[config.mk]
export PLATFORM = sky130hd
export DESIGN_NAME = oaht_front_flat
export DESIGN_NICKNAME = d
export VERILOG_FILES = /design/src/design/open_address_hash_table_macros.svh /design/src/design/oaht_pkg.sv /design/src/design/oaht_if.sv /design/src/design/oaht_front.sv /design/src/flat_wrapper.sv
export SDC_FILE = /design/constraint.sdc
export NUM_CORES = 1
export LEC_CHECK = 0
export CAP_MARGIN = 20
export CORE_ASPECT_RATIO = 0.75
export CORE_MARGIN = 5
export CORE_UTILIZATION = 45
export CTS_CLUSTER_DIAMETER = 150
export DETAILED_ROUTE_END_ITERATION = 6
export DONT_BUFFER_PORTS = 1
export SLEW_MARGIN = 20
export SYNTH_ARGS = -nofsm -noshare
export SYNTH_HDL_FRONTEND = slang
export SYNTH_SLANG_ARGS = --single-unit
[constraint.sdc]
create_clock -name clk -period 1.7 [get_ports clk]
set_input_delay 0.17 -clock clk [delete_from_list [all_inputs] [get_ports clk]]
set_output_delay 0.17 -clock clk [all_outputs]
set_load 0.02 [all_outputs]
[src/design/open_address_hash_table_macros.svh]
// Assertion macros for the open address hash table.
`ifndef OPEN_ADDRESS_HASH_TABLE_MACROS_SVH
`define OPEN_ADDRESS_HASH_TABLE_MACROS_SVH
// Implication checked on every rising clock edge outside reset.
`define OAHT_ASSERT_IMPL(lbl, a, c, msg) \
  lbl: assert property (@(posedge clk) disable iff (rst) (a) |-> (c)) else $error(msg);
// Next-cycle implication checked outside reset.
`define OAHT_ASSERT_NEXT(lbl, a, c, msg) \
  lbl: assert property (@(posedge clk) disable iff (rst) (a) |=> (c)) else $error(msg);
`endif

[src/design/oaht_pkg.sv]
// Package: types, constants and hash constants for the open address hash table.
package oaht_pkg;
  localparam int TableSize = 1024;
  localparam int IdxW = $clog2(TableSize);
  localparam int CntW = IdxW + 1;
  localparam int QDepth = 2;

  typedef enum logic [1:0] {
    OP_INSERT = 2'd0,
    OP_FIND   = 2'd1,
    OP_ERASE  = 2'd2,
    OP_CLEAR  = 2'd3
  } op_t;

  typedef enum logic [2:0] {
    RS_INSERTED = 3'd0,
    RS_UPDATED  = 3'd1,
    RS_FOUND    = 3'd2,
    RS_NOTFOUND = 3'd3,
    RS_ERASED   = 3'd4,
    RS_FULL     = 3'd5,
    RS_CLEARED  = 3'd6
  } status_t;

  typedef enum logic [1:0] {
    BK_EMPTY = 2'd0,
    BK_OCC   = 2'd1,
    BK_TOMB  = 2'd2
  } bucket_t;

  typedef enum logic [3:0] {
    S_INIT, S_IDLE, S_H1, S_H2, S_H3, S_H3C, S_H4, S_H5, S_H5C, S_H6,
    S_RD, S_WAIT, S_EVAL, S_WR, S_CLR, S_OUT
  } state_t;

  typedef struct packed {
    op_t         op;
    logic [31:0] key;
    logic [31:0] value;
  } req_t;

  typedef struct packed {
    logic [2:0]      status;
    logic [31:0]     value_out;
    logic [CntW-1:0] occupied_count;
  } rsp_t;

  localparam logic [63:0] HashAdd = 64'h9e3779b97f4a7c15;
  localparam logic [63:0] HashMul1 = 64'hbf58476d1ce4e5b9;
  localparam logic [63:0] HashMul2 = 64'h94d049bb133111eb;
endpackage

[src/design/oaht_if.sv]
// Valid/ready channel interface carrying one transaction payload.
interface oaht_if #(parameter type payload_t = logic) (input logic clk);
  logic     valid;
  logic     ready;
  payload_t payload;
  modport source (output valid, output payload, input ready);
  modport sink (input valid, input payload, output ready);
endinterface

[src/design/oaht_front.sv]
// Front end: accepts request transactions into a short queue.
module oaht_front
  import oaht_pkg::*;
(
  input  logic      clk,
  input  logic      rst,
  oaht_if.sink      req,
  input  logic      pop,
  output logic      q_valid,
  output req_t      q_head
);
  localparam int PtrW = $clog2(QDepth);
  localparam logic [PtrW:0] CntFull = (PtrW + 1)'(QDepth);
  req_t            q [QDepth];
  logic [PtrW-1:0] rd_ptr;
  logic [PtrW-1:0] wr_ptr;
  logic [PtrW:0]   fill;
  logic            push;

  assign req.ready = (fill != CntFull);
  assign push = req.valid && req.ready;
  assign q_valid = (fill != '0);
  assign q_head = q[rd_ptr];

  always_ff @(posedge clk) begin
    if (push) begin
      q[wr_ptr] <= req.payload;
    end
    if (rst) begin
      rd_ptr <= '0;
      wr_ptr <= '0;
      fill <= '0;
    end else begin
      if (push) begin
        wr_ptr <= wr_ptr + 1'b1;
      end
      if (pop && q_valid) begin
        rd_ptr <= rd_ptr + 1'b1;
      end
      fill <= fill + (PtrW + 1)'(push) - (PtrW + 1)'(pop && q_valid);
    end
  end
endmodule

[src/flat_wrapper.sv]
// flat-port wrapper written by rule: the top's interface ports become plain ports
module oaht_front_flat import oaht_pkg::*;
  (clk, rst, pop, q_valid, q_head, req_valid, req_payload, req_ready);
  oaht_if req_i (.clk(clk));
  input  logic clk;
  input  logic rst;
  input  logic pop;
  output logic q_valid;
  output req_t q_head;
  input wire logic [$bits(req_i.valid)-1:0] req_valid;
  input wire logic [$bits(req_i.payload)-1:0] req_payload;
  output wire logic [$bits(req_i.ready)-1:0] req_ready;
  assign req_i.valid = req_valid;
  assign req_i.payload = req_payload;
  assign req_ready = req_i.ready;
  oaht_front u_core (.clk(clk), .rst(rst), .req(req_i), .pop(pop), .q_valid(q_valid), .q_head(q_head));
endmodule
==> flow_metrics.env, run 1 <==
export IMPL_status="completed"
export IMPL_path_cells="o21a_1, ha_1, inv_1, ha_1, xor2_1, xnor2_1, nor2_1"
export IMPL_critPathBufInv=1
export IMPL_wl_per_cell_um=7.92
export IMPL_seq_area_um2=160
export IMPL_n_antenna_cell=0
export IMPL_yosysUniqueCellTypes=18
export IMPL_tritoncts="yes"
export IMPL_syn_inst=95
export IMPL_finalMaxSlewViolations=0
export IMPL_drt_first_pass_iters=2
export IMPL_fin_crit_ps=1480
export IMPL_io_buffer_count=0
export IMPL_place_gp_congestion=0.641
export IMPL_worst_setup_path_start_kind="flip-flop"
export IMPL_setup_viol=0
export IMPL_rsz0062_at_grt="false"
export IMPL_overflow=0
export IMPL_die_h_um=46.5
export IMPL_period_share_pct=86.8
export IMPL_ys_seq_area_share_pct=20.0
export IMPL_rows=13
export IMPL_avgSynthCellArea_um2=8.43
export IMPL_root_buffer="clkbuf_4"
export IMPL_end_kind="flip-flop"
export IMPL_drt_iter0_drc=6
export IMPL_worstHoldPathType="in -> reg"
export IMPL_via_per_inst=3.05
export IMPL_final_layout_size_suffix_gt1_share_pct=4.95
export IMPL_crit_family="adder cells"
export IMPL_synth_seq_cells=7
export IMPL_leakagePower_uw=0.000373
export IMPL_die_area_um2=2730
export IMPL_final_common_cell="conb_1"
export IMPL_wl_um=974
export IMPL_dieWidth_um=58.7
export IMPL_max_stage_delay_ps=330
export IMPL_synth_warnings=0
export IMPL_core_um2=1710
export IMPL_fin_nets=109
export IMPL_skew_ps=0.610
export IMPL_antenna_found_initial=0
export IMPL_maxCapViolations=0
export IMPL_h_tree_depth=1
export IMPL_track_usage_pct=6.08
export IMPL_placedCellCount=117
export IMPL_fmax_mhz=678
export IMPL_initial_utilization_pct=46.9
export IMPL_drcViolationCount=0
export IMPL_fillers=194
export IMPL_syn_area_um2=801
export IMPL_ant_nets=0
export IMPL_slowest_stage="dfxtp_1"
export IMPL_clk_pin_slew_worst_paths_ps=50
export IMPL_hold_viol=0
export IMPL_cp_common_cell="ha_1"
export IMPL_cts_resized=0
export IMPL_grt_pass1_vias=312
export IMPL_dp_hpwl_um=878
export IMPL_critical_path_max_fanout=4
export IMPL_peakVddDrop_uv=437
export IMPL_crit_type="reg -> reg"
export IMPL_arrival_ps=1610
export IMPL_clock_sinks=7
export IMPL_grt_pass1_wl_um=1150
export IMPL_layout_cells_non_filler=123
export IMPL_clk_path_buf_depth=2
export IMPL_crit_required_ps=1840
export IMPL_pwr_density_cell_nw_per_um2=1170
export IMPL_cts_buffers=3
export IMPL_syn2layout_area_growth_pct=-20.8
export IMPL_ff2ff_setup_slack_ps=220
export IMPL_setup_tns_ps=0
export IMPL_num_vias=375
export IMPL_most_common_layout_cells="conb_1, dfxtp_1, nor2_1, clkbuf_4"
export IMPL_clk_latency_ps=250
export IMPL_multi_input_area_um2=385
export IMPL_grt_max_degree=5
export IMPL_io_pins=73
cell families (layout without fill, tap and decap cells):
logic type	after synthesis	in the layout	share of synthesized area [%]
other cells	1	65	0.468
flops	7	7	20.0
buf+inv	67	9	61.9
mux	1	1	1.41
xor+xnor	3	3	3.28
compound gates	2	2	1.56
simple gates	12	12	8.28
fa+ha+maj	2	2	3.12
worst paths after layout:
kind,start,end,cells after the start
worst max-delay path,u_core.fill[1],u_core.fill[1],7
worst min-delay path,req_payload,u_core.q[1],0
worst max register to register,u_core.fill[1],u_core.fill[1],7
worst min register to register,u_core.wr_ptr,u_core.wr_ptr,2
routing by layer:
layer / global-route usage (%) / up-vias / part of all wire (%)
met5: 0 / - / 0
met1: 5.48 / 154 / 29
met4: 2.71 / 0 / 0.82
li1: - / 174 / -
met3: 6.16 / 2 / 27
met2: 9.13 / 45 / 43
power breakdown:
group	switching [uW]	leakage (uW)	total, uW	internal, uW
clock	56.8	0.0000150	146	89.3
combinational	242	0.000298	343	102
sequential	29.9	0.0000600	252	222
per-stage QoR:
step / hold WS [ps] / util [%] / cell area (um2) / power [uW] / setup slack (ps)
detailed placement: 245 / 34.4 / 588 / 594 / 215
CTS: 8.48 / 36.6 / 624 / 747 / 206
global route: 2.35 / 37.1 / 634 / 812 / 79.1
global placement: 243 / 34.4 / 588 / 586 / 242
finish: 17.9 / 37.1 / 634 / 741 / 224
floorplan: 242 / - / 1040 / 669 / 279
synth_stat cells (all sizes together):
cell / instances / share of area [%]
xor2: 1 / 1.1
o21ai: 1 / 0.62
buf: 65 / 61
inv: 2 / 0.94
conb: 1 / 0.47
o21a: 1 / 0.94
mux2: 1 / 1.4
edfxtp: 2 / 7.5
or2: 1 / 0.78
nor2b: 2 / 1.6
and3: 1 / 0.78
nand2b: 2 / 1.6
nand3: 1 / 0.62
dfxtp: 5 / 13
xnor2: 2 / 2.2
and2: 1 / 1.1
ha: 2 / 3.1
nor2: 4 / 1.9
cell type report:
cell class	instances	area share (%)
multi-input cells	85	60.7
well taps	22	4.34
clock buffers	4	4.14
inverters	2	1.18
flip-flops and latches	7	25.2
repair buffers	3	4.34
timing repair:
action / CTS / global route
hold buffers: 1 / 1
buffers inserted: 0 / 0
endpoints found under the hold margin: 4 / 1
Power figures use the tool's default switching activity.
==> run 2: changes to the inputs <==
- CAP_MARGIN: 20 -> 40
- CORE_UTILIZATION: 45 -> 33
==> run 2 against run 1 <==
- register-to-register slack lost 30 ps
- critical path type unchanged
- largest cell class unchanged
- non-clock buffer count is the same
- count of clock-buffer cells in the layout is the same
- sequential power is essentially flat
- power grew 0.72%
- global-route usage shrank 1.7 points
==> flow_metrics.env, run 2 (synthesized netlist as in run 1, its figures left out) <==
export IMPL_wl_met3_um=161
export IMPL_io_pins=73
export IMPL_via_per_inst=2.76
export IMPL_n_antenna_cell=0
export IMPL_finalMaxSlewViolations=0
export IMPL_pwr_density_cell_nw_per_um2=1150
export IMPL_grt_pass1_vias=277
export IMPL_met1_length_um=310
export IMPL_worstHoldPathType="in -> reg"
export IMPL_hold_ws_ps=63.8
export IMPL_core_um2=2310
export IMPL_num_vias=372
export IMPL_cp_common_cell="ha_1"
export IMPL_period_share_pct=88.6
export IMPL_drt_iter0_drc=10
export IMPL_dp_hpwl_um=875
export IMPL_final_common_cell="conb_1"
export IMPL_fillers=256
export IMPL_max_stage_delay_ps=330
export IMPL_arrival_ps=1640
export IMPL_die_area_um2=3520
export IMPL_fmax_mhz=664
export IMPL_end_kind="flip-flop"
export IMPL_crit_type="reg -> reg"
export IMPL_most_common_layout_cells="conb_1, dfxtp_1, nor2_1, clkbuf_4"
export IMPL_grt_pass1_wl_um=1150
export IMPL_leakagePower_uw=0.000373
export IMPL_rsz0062_at_grt="false"
export IMPL_drt_first_pass_iters=4
export IMPL_crit_required_ps=1840
export IMPL_cts_buffers=3
export IMPL_clk_path_buf_depth=2
export IMPL_h_tree_depth=1
export IMPL_final_layout_size_suffix_gt1_share_pct=4.95
export IMPL_dr_wl_met2_um=536
export IMPL_die_h_um=52.7
export IMPL_dieWidth_um=66.9
export IMPL_place_gp_congestion=0.677
export IMPL_track_usage_pct=4.33
export IMPL_hold_viol=0
export IMPL_clock_sinks=7
export IMPL_worst_setup_path_start_kind="flip-flop"
export IMPL_maxCapViolations=0
export IMPL_setup_viol=0
export IMPL_fin_crit_ps=1510
export IMPL_clk_latency_ps=250
export IMPL_placedCellCount=129
export IMPL_wl_um=1010
export IMPL_peakVddDrop_uv=232
export IMPL_path_cells="o21a_1, ha_1, inv_1, ha_1, xor2_1, xnor2_1, nor2_1"
export IMPL_cts_resized=0
export IMPL_clk_pin_slew_worst_paths_ps=50
export IMPL_rows=15
export IMPL_initial_utilization_pct=34.7
export IMPL_slowest_stage="dfxtp_1"
export IMPL_tritoncts="yes"
export IMPL_overflow=0
export IMPL_root_buffer="clkbuf_4"
export IMPL_antenna_found_initial=0
export IMPL_grt_max_degree=5
export IMPL_top_layer="met3"
export IMPL_status="completed"
export IMPL_skew_ps=2.77
export IMPL_critical_path_max_fanout=4
export IMPL_drcViolationCount=0
export IMPL_layout_cells_non_filler=135
export IMPL_io_buffer_count=0
export IMPL_wl_per_cell_um=7.47
export IMPL_fin_nets=109
export IMPL_syn2layout_area_growth_pct=-18.9
export IMPL_ant_nets=0
export IMPL_setup_tns_ps=0
[run 2: stage by stage]
step | utilization (%) | total power [uW] | area, um2 | worst slack [ps]
after floorplan | - | 669 | 1040 | 279
after global placement | 26.1 | 585 | 603 | 220
after detailed placement | 26.1 | 593 | 603 | 208
after CTS | 27.7 | 751 | 639 | 190
after global routing | 28.1 | 817 | 649 | 82.1
final | 28.1 | 747 | 649 | 193
[run 2: worst max-delay path: cells and delay by family (launching register included)]
family | cells | cell delay, ps
AND/OR/NAND/NOR | 1 | 50
adder cells (fa/ha/maj) | 2 | 450
AO/OA/AOI/OAI | 1 | 230
XOR/XNOR | 2 | 300
flip-flops | 1 | 330
buffers and inverters | 1 | 40
[run 2: what timing repair did]
action                                 in CTS  in global routing
hold buffers                                1                  1
setup buffers                               0                  0
endpoints found under the hold margin       4                  2
setup endpoints to repair                   0                  0
[run 2: routing by layer]
layer  GRT usage [%]  vias up
met2            7.24       33
met5               0        -
met4            4.04        0
li1                -      172
met3            1.07        0
met1            4.43      167
[run 2: power breakdown]
group / switching (uW) / internal [uW]
Clock: 59.8 / 89.5
Combinational: 244 / 102
Sequential: 29.2 / 222
[run 2: layout make-up]
type                    count  area (um2)  area share, %
clock buffers               4        26.3           4.05
inverters                   2        7.51           1.16
multi-input cells          85         385           59.3
flip-flops and latches      7         160           24.7
well taps                  34        42.5           6.55
repair buffers              3        27.5           4.24
[run 2: path summary, 6_finish.rpt]
check	start	to	slack [ps]	cells after the start
hold / removal	req_valid	u_core.wr_ptr	60	2
setup reg to reg	u_core.fill[1]	u_core.fill[1]	190	7
setup / recovery	u_core.fill[1]	u_core.fill[1]	190	7
hold reg to reg	u_core.wr_ptr	u_core.wr_ptr	500	2
==> run 3: changes to the inputs <==
- CELL_PAD_IN_SITES_DETAIL_PLACEMENT: not set -> 0
- CELL_PAD_IN_SITES_GLOBAL_PLACEMENT: not set -> 2
- CORE_UTILIZATION: 33 -> 31
- CTS_BUF_LIST: not set -> sky130_fd_sc_hd__clkbuf_8
- PLACE_DENSITY_LB_ADDON: not set -> 0.1
==> run 3 against run 2 <==
- register-to-register slack hardly changed
- first-iteration DRC count is 40% higher
- maximum frequency is 0.13% higher
- sequential cell count stayed put
- sequential power hardly changed
- die area is 5.3% higher
- hold slack worse by 50 ps
==> flow_metrics.env, run 3 (synthesized netlist as in run 1, its figures left out) <==
export IMPL_fin_util_pct=25.6
export IMPL_root_buffer="clkbuf_8"
export IMPL_worst_setup_path_start_kind="flip-flop"
export IMPL_period_share_pct=88.5
export IMPL_placedCellCount=131
export IMPL_setup_viol=0
export IMPL_ant_nets=0
export IMPL_maxCapViolations=0
export IMPL_rows=16
export IMPL_grt_pass1_vias=270
export IMPL_seq_power_share_pct=30.8
export IMPL_hold_viol=0
export IMPL_n_antenna_cell=0
export IMPL_worstHoldPathType="in -> reg"
export IMPL_via_per_inst=2.69
export IMPL_cts_setup_buffers=0
export IMPL_clk_pin_slew_worst_paths_ps=40
export IMPL_max_stage_delay_ps=330
export IMPL_core_um2=2540
export IMPL_comb_power_share_pct=42.3
export IMPL_wl_um=1000
export IMPL_io_buffer_count=0
export IMPL_p_int_uw=478
export IMPL_initial_utilization_pct=31.5
export IMPL_clock_power_share_pct=27.0
export IMPL_status="completed"
export IMPL_dieWidth_um=68.7
export IMPL_drcViolationCount=0
export IMPL_fin_crit_ps=1500
export IMPL_crit_family="adder cells"
export IMPL_die_h_um=54.0
export IMPL_leakagePower_uw=0.000377
export IMPL_power_switching_uw=344
export IMPL_hold_buffers=0
export IMPL_fin_nets=107
export IMPL_grt_pass1_wl_um=1170
export IMPL_dp_hpwl_um=912
export IMPL_tritoncts="yes"
export IMPL_critical_path_max_fanout=4
export IMPL_most_common_layout_cells="conb_1, dfxtp_1, nor2_1, inv_1, clkbuf_8"
export IMPL_skew_ps=1.29
export IMPL_arrival_ps=1620
export IMPL_antenna_found_initial=0
export IMPL_cts_resized=0
export IMPL_cp_common_cell="ha_1"
export IMPL_final_layout_size_suffix_gt1_share_pct=5.05
export IMPL_path_cells="o21a_1, ha_1, inv_1, ha_1, xor2_1, xnor2_1, nor2_1"
export IMPL_clock_sinks=7
export IMPL_overflow=0
export IMPL_rsz0062_at_grt="false"
export IMPL_finalMaxSlewViolations=0
export IMPL_crit_required_ps=1820
export IMPL_setup_tns_ps=0
export IMPL_slowest_stage="dfxtp_1"
export IMPL_track_usage_pct=4.58
export IMPL_power_uw=822
export IMPL_crit_type="reg -> reg"
export IMPL_pwr_density_cell_nw_per_um2=1260
export IMPL_peakVddDrop_uv=200
export IMPL_critPathBufInv=1
export IMPL_die_area_um2=3710
export IMPL_fmax_mhz=665
export IMPL_syn2layout_area_growth_pct=-18.8
export IMPL_cts_buffers=3
export IMPL_layout_cells_non_filler=135
export IMPL_clk_path_buf_depth=2
export IMPL_clk_latency_ps=220
export IMPL_drt_first_pass_iters=2
export IMPL_end_kind="flip-flop"
export IMPL_place_gp_congestion=0.683
export IMPL_h_tree_depth=1
export IMPL_io_pins=73
export IMPL_num_vias=363
export IMPL_sw_frac_of_total_pct=41.8
export IMPL_final_common_cell="conb_1"
export IMPL_drt_iter0_drc=14
export IMPL_grt_max_degree=7
export IMPL_wl_per_cell_um=7.44
[run 3: cell count changes in the layout (fill, tap and decap cells not counted)]
cell,delta
clkbuf_8,+3
clkbuf_1,-1
clkbuf_4,-3
inv_1,+1
dlygate4sd3_1,-2
[run 3: metrics by stage]
stage	instance area, um2	setup slack [ps]	hold slack (ps)
global placement	606	213	243
finish	651	195	14.1
detailed placement	606	186	245
floorplan	1040	279	242
CTS	651	173	6.59
global route	651	75.0	4.05
[run 3: worst reg2reg max path, delay by kind of cell (launching register included)]
kind,cells,cell delay [ps]
flip-flops,1,330
AND/OR/NAND/NOR,1,50
AO/OA/AOI/OAI,1,220
buffers and inverters,1,60
adder cells (fa/ha/maj),2,420
XOR/XNOR,2,320
[run 3: layout make-up]
class	count	area (um2)
clock buffer	3	41.3
tap	36	45.0
clock inverter	1	3.75
fill	294	1890
timing repair buffer	1	7.51
multi-input combinational	85	385
sequential	7	160
inverter	2	7.51
[run 3: per-layer routing]
metal / track usage (%) / vias to the layer above / wire length [um]
met5: 0 / - / 0
met4: 2.97 / 0 / 0
met3: 3.76 / 0 / 297
met2: 6.97 / 44 / 452
met1: 4.17 / 150 / 254
li1: - / 169 / -
[run 3: power by group through the flow]
| stage | sequential (uW) | combinational, uW | clock [uW] |
|---|---|---|---|
| floorplan | 247 | 423 | 0 |
| global placement | 257 | 345 | 0 |
| detailed placement | 257 | 347 | 0 |
| CTS | 254 | 349 | 232 |
| global route | 258 | 390 | 244 |
| finish | 253 | 348 | 222 |
[run 3: path summary, 6_finish.rpt]
path | cells after the start | slack (ps) | to | start
hold reg to reg | 2 | 500 | u_core.wr_ptr | u_core.wr_ptr
setup reg to reg | 7 | 200 | u_core.fill[1] | u_core.fill[1]
hold / removal | 1 | 10 | u_core.fill[1] | rst
setup / recovery | 7 | 200 | u_core.fill[1] | u_core.fill[1]
